===== src/sms_pkg.sv =====
// Package of the stepper microstep sequencer: sizes, state encoding, motor record.
// Depends on nothing; imported by the top level and the checker.
package sms_pkg;

    localparam int MOTORS  = 4;
    localparam int STEPS   = 8;
    localparam int MAX_OUT = 4;
    localparam int ID_W    = 2;
    localparam int POS_W   = 3;
    localparam int TICK_W  = 32;
    localparam int DLY_W   = 16;
    localparam int LVL_W   = 8;
    localparam int CNT_W   = 3;
    localparam int DIV_W   = $clog2(TICK_W);
    localparam int CFG_W   = 64;
    localparam int IDX_W   = 3;

    localparam logic [IDX_W-1:0] REG_ACTIVE = 3'd0;
    localparam logic [IDX_W-1:0] REG_SLEEP  = 3'd1;
    localparam logic [IDX_W-1:0] REG_FULL_A = 3'd2;
    localparam logic [IDX_W-1:0] REG_FULL_B = 3'd3;
    localparam logic [IDX_W-1:0] REG_HOLD_A = 3'd4;
    localparam logic [IDX_W-1:0] REG_HOLD_B = 3'd5;

    localparam logic CMD_TICK = 1'b0;
    localparam logic CMD_SET  = 1'b1;

    localparam logic [1:0] DIR_STOP = 2'b00;
    localparam logic [1:0] DIR_FWD  = 2'b01;
    localparam logic [1:0] DIR_BWD  = 2'b11;

    typedef enum logic [2:0] {
        S_IDLE,
        S_SET_RD,
        S_SET_WR,
        S_TK_RD,
        S_TK_LD,
        S_TK_DIV,
        S_TK_WR
    } t_state;

    typedef struct packed {
        logic [POS_W-1:0]  pos;
        logic [TICK_W-1:0] tick;
        logic [DLY_W-1:0]  dly;
        logic [1:0]        head;
        logic [LVL_W-1:0]  lvl_a;
        logic [LVL_W-1:0]  lvl_b;
    } t_motor;

    localparam t_motor MOTOR_RESET = '{pos: '0, tick: '0, dly: DLY_W'(1),
                                       head: DIR_STOP, lvl_a: '0, lvl_b: '0};

endpackage


===== src/stepper_microstep_sequencer.sv =====
// Channel   Valid     Stall     Payload
// input     i_valid   o_stall   i_command, i_motor_sel, i_step_delay, i_step_dir
// output    o_valid   i_stall   o_motor_id .. o_last (one transaction per active motor of a tick)
//
// A set transaction passes through the idle state in which it is accepted, a memory
// read and the write-back of the motor record.
// A tick, after the idle state in which it is accepted, takes each active motor through
// a memory read, a load, the bit-serial remainder unit that computes the incremented
// tick mod delay, and a write-back, which waits while the output register holds a stalled result.
// Reset is synchronous and clears control state and the record valid bits;
// a motor whose record was never written reads its reset values.
// Input is accepted only in the idle state; the output register lets the
// next transaction start while the last result still waits to be taken.
//
// Depends on sms_pkg.
module stepper_microstep_sequencer
    import sms_pkg::*;
(
    input  logic                 i_clk,
    input  logic                 i_rst_n,
    input  logic                 i_cfg_we,
    input  logic [IDX_W-1:0]     i_cfg_idx,
    input  logic [CFG_W-1:0]     i_cfg_data,
    input  logic                 i_valid,
    output logic                 o_stall,
    input  logic                 i_command,
    input  logic [ID_W-1:0]      i_motor_sel,
    input  logic [DLY_W-1:0]     i_step_delay,
    input  logic signed [1:0]    i_step_dir,
    output logic                 o_valid,
    input  logic                 i_stall,
    output logic [ID_W-1:0]      o_motor_id,
    output logic [POS_W-1:0]     o_step_index,
    output logic [6:0]           o_a_pos_duty,
    output logic [7:0]           o_a_neg_duty,
    output logic [6:0]           o_b_pos_duty,
    output logic [7:0]           o_b_neg_duty,
    output logic                 o_stepped,
    output logic [TICK_W-1:0]    o_total_steps,
    output logic                 o_last
);

    // Configuration registers.
    logic [CNT_W-1:0] r_active;
    logic [DLY_W-1:0] r_sleep;
    logic [CFG_W-1:0] r_full_a, r_full_b, r_hold_a, r_hold_b;

    // Motor record memory with one valid bit per entry.
    t_motor           r_mem [MOTORS];
    logic [MOTORS-1:0] r_vld;
    t_motor           r_rd;
    logic             r_rd_vld;
    logic [ID_W-1:0]  rd_addr;
    logic             mem_we;
    logic [ID_W-1:0]  wr_addr;
    t_motor           wr_data;

    t_state r_state, n_state;

    // Captured transaction and walk control.
    logic [ID_W-1:0]   r_sel;
    logic [DLY_W-1:0]  r_sdly;
    logic [1:0]        r_sdir;
    logic [ID_W-1:0]   r_m;
    logic [ID_W-1:0]   r_lastm;
    logic [TICK_W-1:0] r_total;

    // Working record and remainder unit.
    t_motor            r_ent;
    logic [TICK_W-1:0] r_sh;
    logic [DLY_W-1:0]  r_rem;
    logic [DIV_W-1:0]  r_dcnt;

    logic [CNT_W-1:0]  count;
    logic              in_acc;
    logic              out_free;
    t_motor            rd_eff;
    logic [DLY_W-1:0]  dly;
    logic [DLY_W:0]    rem2;
    logic [DLY_W-1:0]  n_rem;

    // Tick update values for the write-back cycle.
    logic              stepped;
    logic [POS_W-1:0]  new_pos;
    logic [TICK_W-1:0] new_tick;
    logic [LVL_W-1:0]  new_a, new_b;
    logic [TICK_W-1:0] new_total;

    assign in_acc   = i_valid && !o_stall;
    assign out_free = !o_valid || !i_stall;
    assign count    = (r_active > CNT_W'(MAX_OUT)) ? CNT_W'(MAX_OUT) : r_active;
    assign rd_eff   = r_rd_vld ? r_rd : MOTOR_RESET;
    assign dly      = (r_ent.dly == '0) ? DLY_W'(1) : r_ent.dly;
    assign rem2     = {r_rem, r_sh[TICK_W-1]};
    assign n_rem    = (rem2 >= {1'b0, dly}) ? DLY_W'(rem2 - {1'b0, dly}) : rem2[DLY_W-1:0];

    always_ff @(posedge i_clk) begin
        if (!i_rst_n) begin
            r_active <= '0;
            r_sleep  <= DLY_W'(1000);
            r_full_a <= '0;
            r_full_b <= '0;
            r_hold_a <= '0;
            r_hold_b <= '0;
        end else if (i_cfg_we) begin
            case (i_cfg_idx)
                REG_ACTIVE: r_active <= i_cfg_data[CNT_W-1:0];
                REG_SLEEP:  r_sleep  <= i_cfg_data[DLY_W-1:0];
                REG_FULL_A: r_full_a <= i_cfg_data;
                REG_FULL_B: r_full_b <= i_cfg_data;
                REG_HOLD_A: r_hold_a <= i_cfg_data;
                REG_HOLD_B: r_hold_b <= i_cfg_data;
                default: ;
            endcase
        end
    end

    // Synchronous memory: one write and one registered read per cycle.
    always_ff @(posedge i_clk) begin
        if (mem_we) begin
            r_mem[wr_addr] <= wr_data;
        end
        r_rd     <= r_mem[rd_addr];
        r_rd_vld <= r_vld[rd_addr];
    end

    always_ff @(posedge i_clk) begin
        if (!i_rst_n) begin
            r_vld <= '0;
        end else if (mem_we) begin
            r_vld[wr_addr] <= 1'b1;
        end
    end

    // Next-state logic.
    always_comb begin
        n_state = r_state;
        unique case (r_state)
            S_IDLE: begin
                if (in_acc) begin
                    if (i_command == CMD_SET) begin
                        n_state = S_SET_RD;
                    end else if (count != '0) begin
                        n_state = S_TK_RD;
                    end
                end
            end
            S_SET_RD: n_state = S_SET_WR;
            S_SET_WR: n_state = S_IDLE;
            S_TK_RD:  n_state = S_TK_LD;
            S_TK_LD:  n_state = S_TK_DIV;
            S_TK_DIV: begin
                if (r_dcnt == DIV_W'(TICK_W - 1)) begin
                    n_state = S_TK_WR;
                end
            end
            S_TK_WR: begin
                if (out_free) begin
                    n_state = (r_m == r_lastm) ? S_IDLE : S_TK_RD;
                end
            end
            default: n_state = S_IDLE;
        endcase
    end

    // Step rule, evaluated on the working record.
    always_comb begin
        stepped   = (r_rem == '0) && (r_ent.head != DIR_STOP);
        new_pos   = r_ent.pos;
        new_tick  = r_sh;
        new_a     = r_ent.lvl_a;
        new_b     = r_ent.lvl_b;
        new_total = r_total;
        if (stepped) begin
            if (r_ent.head == DIR_FWD) begin
                new_pos = (r_ent.pos == POS_W'(STEPS - 1)) ? '0 : r_ent.pos + 1'b1;
            end else begin
                new_pos = (r_ent.pos == '0) ? POS_W'(STEPS - 1) : r_ent.pos - 1'b1;
            end
            new_tick  = '0;
            new_a     = r_full_a[{new_pos, 3'b000} +: LVL_W];
            new_b     = r_full_b[{new_pos, 3'b000} +: LVL_W];
            new_total = r_total + 1'b1;
        end
        if (new_tick == {{(TICK_W-DLY_W){1'b0}}, r_sleep}) begin
            new_a = r_hold_a[{new_pos, 3'b000} +: LVL_W];
            new_b = r_hold_b[{new_pos, 3'b000} +: LVL_W];
        end
    end

    // Output logic of the state machine.
    always_comb begin
        o_stall = 1'b1;
        mem_we  = 1'b0;
        wr_addr = r_m;
        wr_data = r_ent;
        rd_addr = r_m;
        unique case (r_state)
            S_IDLE:   o_stall = 1'b0;
            S_SET_RD: rd_addr = r_sel;
            S_SET_WR: begin
                mem_we       = 1'b1;
                wr_addr      = r_sel;
                wr_data      = rd_eff;
                wr_data.dly  = r_sdly;
                wr_data.head = r_sdir;
            end
            S_TK_WR: begin
                mem_we        = out_free;
                wr_data.pos   = new_pos;
                wr_data.tick  = new_tick;
                wr_data.lvl_a = new_a;
                wr_data.lvl_b = new_b;
            end
            default: ;
        endcase
    end

    always_ff @(posedge i_clk) begin
        if (!i_rst_n) begin
            r_state <= S_IDLE;
            r_total <= '0;
            r_m     <= '0;
        end else begin
            r_state <= n_state;
            if (r_state == S_IDLE) begin
                r_m <= '0;
            end else if (r_state == S_TK_WR && out_free) begin
                r_total <= new_total;
                r_m     <= r_m + 1'b1;
            end
        end
    end

    // Payload capture and the remainder unit, one quotient bit a cycle.
    always_ff @(posedge i_clk) begin
        if (r_state == S_IDLE && in_acc) begin
            r_sel   <= i_motor_sel;
            r_sdly  <= i_step_delay;
            r_sdir  <= (i_step_dir == 2'sb00) ? DIR_STOP :
                       (i_step_dir == 2'sb01) ? DIR_FWD : DIR_BWD;
            r_lastm <= ID_W'(count - 1'b1);
        end
        if (r_state == S_TK_LD) begin
            r_ent  <= rd_eff;
            r_sh   <= rd_eff.tick + 1'b1;
            r_rem  <= '0;
            r_dcnt <= '0;
        end else if (r_state == S_TK_DIV) begin
            r_rem  <= n_rem;
            r_dcnt <= r_dcnt + 1'b1;
            // The dividend rotates through, so the incremented count is back
            // in place when the last bit is consumed.
            r_sh   <= {r_sh[TICK_W-2:0], r_sh[TICK_W-1]};
        end
    end

    // Output register.
    always_ff @(posedge i_clk) begin
        if (!i_rst_n) begin
            o_valid <= 1'b0;
        end else if (r_state == S_TK_WR && out_free) begin
            o_valid <= 1'b1;
        end else if (!i_stall) begin
            o_valid <= 1'b0;
        end
    end

    always_ff @(posedge i_clk) begin
        if (r_state == S_TK_WR && out_free) begin
            o_motor_id    <= r_m;
            o_step_index  <= new_pos;
            o_a_pos_duty  <= new_a[LVL_W-1] ? '0 : new_a[6:0];
            o_a_neg_duty  <= new_a[LVL_W-1] ? 8'(-new_a) : '0;
            o_b_pos_duty  <= new_b[LVL_W-1] ? '0 : new_b[6:0];
            o_b_neg_duty  <= new_b[LVL_W-1] ? 8'(-new_b) : '0;
            o_stepped     <= stepped;
            o_total_steps <= new_total;
            o_last        <= (r_m == r_lastm);
        end
    end

endmodule


===== config.mk =====
export PLATFORM = sky130hd
export DESIGN_NAME = stepper_microstep_sequencer
export DESIGN_NICKNAME = d
export VERILOG_FILES = /design/src/sms_pkg.sv /design/src/stepper_microstep_sequencer.sv
export SDC_FILE = /design/constraint.sdc
export NUM_CORES = 1
export LEC_CHECK = 0
export BUFFER_PORTS_ARGS = -buffer_cell sky130_fd_sc_hd__buf_2
export CAP_MARGIN = 20
export CORE_MARGIN = 2
export CORE_UTILIZATION = 59
export DETAILED_ROUTE_END_ITERATION = 7
export PLACE_DENSITY = 0.77
export SYNTH_ARGS = -nofsm -noshare
export SYNTH_HDL_FRONTEND = slang
export SYNTH_SLANG_ARGS = --single-unit

===== constraint.sdc =====
create_clock -name i_clk -period 5.57 [get_ports i_clk]
set_input_delay 0.2785 -clock i_clk [delete_from_list [all_inputs] [get_ports i_clk]]
set_output_delay 0.2785 -clock i_clk [all_outputs]
set_load 0.02 [all_outputs]

==> metrics.txt <==
status=complete, no violations; GP Congestion=0.9161; design area=42820 um^2; DRC=0; final worst slack=1157 ps; Die Footprint=65830 um^2; non-filler cells, final=4415; worst vdd ir=344.7 uV; vias per cell=6.028; number of diodes=0; met1 usage=38.24%; Post-CTS Resized=0; met3 Track Usage GR=4.547%; Final Setup Violations=0; Max-Slew Margin vs Limit=26.33%; post-place setup slack=1215 ps; Post-DP Area=39130 um^2; clock slew at reported path FFs=60 ps; placed cell count=4182; global-route wire length before repair=150.2 mm; Initial Utilization=59.67%; syn_nets=3450; critical-path maximum fanout=38; fin crit share=79.22%; clock buffer depth=3; PwrDens=374.6 nW/um^2; area grow syn2layout=13.77%; worst setup path class=flip-flop to flip-flop; most common cell after layout, fill and taps aside=nand2_1; Max H-tree Level=3; Worst Skew=31.44 ps; GRT Total Usage=29.47%; final hold vios=0; Post-synth EDFFs=468; Lkg Pwr=0.01541 uW; kind of cell adding the most delay to the critical path=simple AND/OR/NAND/NOR gates; die width=256.6 um; DP HPWL=63.46 mm; top_reg_cell synth=edfxtp_1; Die Y=256.6 um; share of cells above drive strength 1=14.54%; drt first pass iters=6; core footprint=63080 um^2; vias in the first global route=26300; Worst EP required=5960 ps; grt peak-use layer=met2; met2 Use GR=49.56%; Worst path max stage delay=680 ps; MaxCap Viol Count=0; worst path cell trace=inv_1 > ha_1 > and2_1 > o31a_1 > or3_1 > and2_4 > inv_2 > buf_12 > mux2i_1 > o211ai_1 > and3_4 > o32ai_4 > nand3_2 > and3_1; Syn Std Cell Area=37640 um^2; Period minus WS final=4413 ps; RSZ-0062 raised after global routing=false; # clock sinks=876; Initial DRC Count=2610; cts bufs inserted=87; Crit. End Element=flip-flop; Via Count=26610; Avg WL per Cell=22.14 um; antenna-violating nets left=0; sequential area share after synthesis=59.04%; buffers and inverters on the worst path=3; Layout Nets=3615; later-pin clock latency in the skew report=660 ps; Yosys reg bits=876; initial antenna violation count=2; commonest non-fill, non-tap cells in the layout=nand2_1 (790), edfxtp_1 (468), dfxtp_1 (406), a21boi_0 (278), buf_2 (162); slew at the pin with the worst max-slew slack=1082 ps; Unique masters post-synth=79; Slew Limit Fails=0; cells after synthesis=3331; I/O pin cnt=164; Overflow after GRT=0; Total Wirelength=97.75 mm; largest net degree at the start of global routing=167; # port buffers=163; worst hold path type=primary input to flip-flop; crit start category=flip-flop; Arr. time, crit path=4800 ps; Avg Cell Area, Syn=11.30 um^2; Root Driver=clkbuf_16; Rows=92; CTS tree=built; Synth Warn #=0; Async SR Flop Fraction=0%; Sum Neg Setup Slack=0 ps; Post-Route Utilization=67.88%; slowest CP cell=inv_2; fillers=4559; Max Freq=0.2266 GHz
layer usage:
| metal | share of wire, % | routed length (um) |
|---|---|---|
| met5 | 0.011 | 11 |
| met4 | 4.2 | 4103 |
| met3 | 7.2 | 7066 |
| met2 | 49 | 47620 |
| met1 | 40 | 38950 |
through the flow:
step	total power, uW	hold slack [ps]
3_5_place_dp	10050	455.4
3_3_place_gp	9957	430.5
5_1_grt	16580	21.89
2_1_floorplan	9338	377.4
6_report	16040	26.81
4_1_cts	16090	1.825
flip-flops by register name, indices dropped and copies added, names as in the netlist, 32 cells and up:
signal,count
r_mem,276
r_ent,69
r_rd,69
r_full_a,64
r_full_b,64
r_hold_a,64
r_hold_b,64
o_total_steps,32
r_sh,32
r_total,32
worst register-to-register path, cell delays in order (launching register included):
cell and delay (ps):
edfxtp_1 450, inv_1 110, ha_1 230, and2_1 160, o31a_1 260, or3_1 360
and2_4 330, inv_2 690, buf_12 310, mux2i_1 310, o211ai_1 120, and3_4 200
o32ai_4 290, nand3_2 150, and3_1 190
cells in the mapped netlist (33+ instances only):
cell / number / area [um^2]
xnor2_1: 73 / 639.4
and2_1: 74 / 462.9
nor3_1: 33 / 165.2
mux4_2: 102 / 2297
o21ai_0: 115 / 575.6
xor2_1: 38 / 332.8
nand2_1: 790 / 2965
inv_1: 68 / 255.2
edfxtp_1: 468 / 14050
mux2i_1: 78 / 780.8
dfxtp_1: 408 / 8168
a21oi_1: 70 / 350.3
clkbuf_1: 165 / 619.3
nor2_1: 147 / 551.8
a21boi_0: 278 / 2087
nand3_1: 42 / 210.2
power breakdown:
part / total (uW) / internal [uW] / switching (uW)
registers: 7580 / 7360 / 221
clock network: 6050 / 3560 / 2490
logic: 2410 / 874 / 1540
total: 16000 / 11800 / 4250
final cells by class:
class / instances / area, um^2 / area share [%]
Multi-Input combinational cell: 2181 / 14390 / 33.61
Sequential cell: 876 / 22230 / 51.91
Inverter: 73 / 276.5 / 0.6458
Clock inverter: 36 / 459.2 / 1.072
Tap cell: 846 / 1059 / 2.472
Clock buffer: 126 / 2506 / 5.853
Timing Repair Buffer: 277 / 1903 / 4.444
cells by family after synthesis:
| group | share of synthesized area, % |
|---|---|
| adder cells (fa/ha/maj) | 0.8843 |
| XOR/XNOR | 2.626 |
| AND/OR/NAND/NOR | 14.31 |
| AO/OA/AOI/OAI | 11.40 |
| buffers and inverters | 3.015 |
| multiplexers | 8.716 |
| flip-flops | 59.04 |
worst paths after layout:
check                      start               to  slack (ps)  cells past startpoint
setup reg to reg       r_ent[66]  o_a_neg_duty[5]        1160                     14
setup / recovery       r_ent[66]  o_a_neg_duty[5]        1160                     14
hold / removal    i_cfg_data[14]     r_hold_a[14]          30                      3
hold reg to reg        r_dcnt[4]        r_dcnt[4]         460                      2
what timing repair did:
action,in CTS,in global routing
hold buffers,70,0
setup buffers,0,0
endpoints found under the hold margin,218,0
Power figures use the tool's default switching activity.
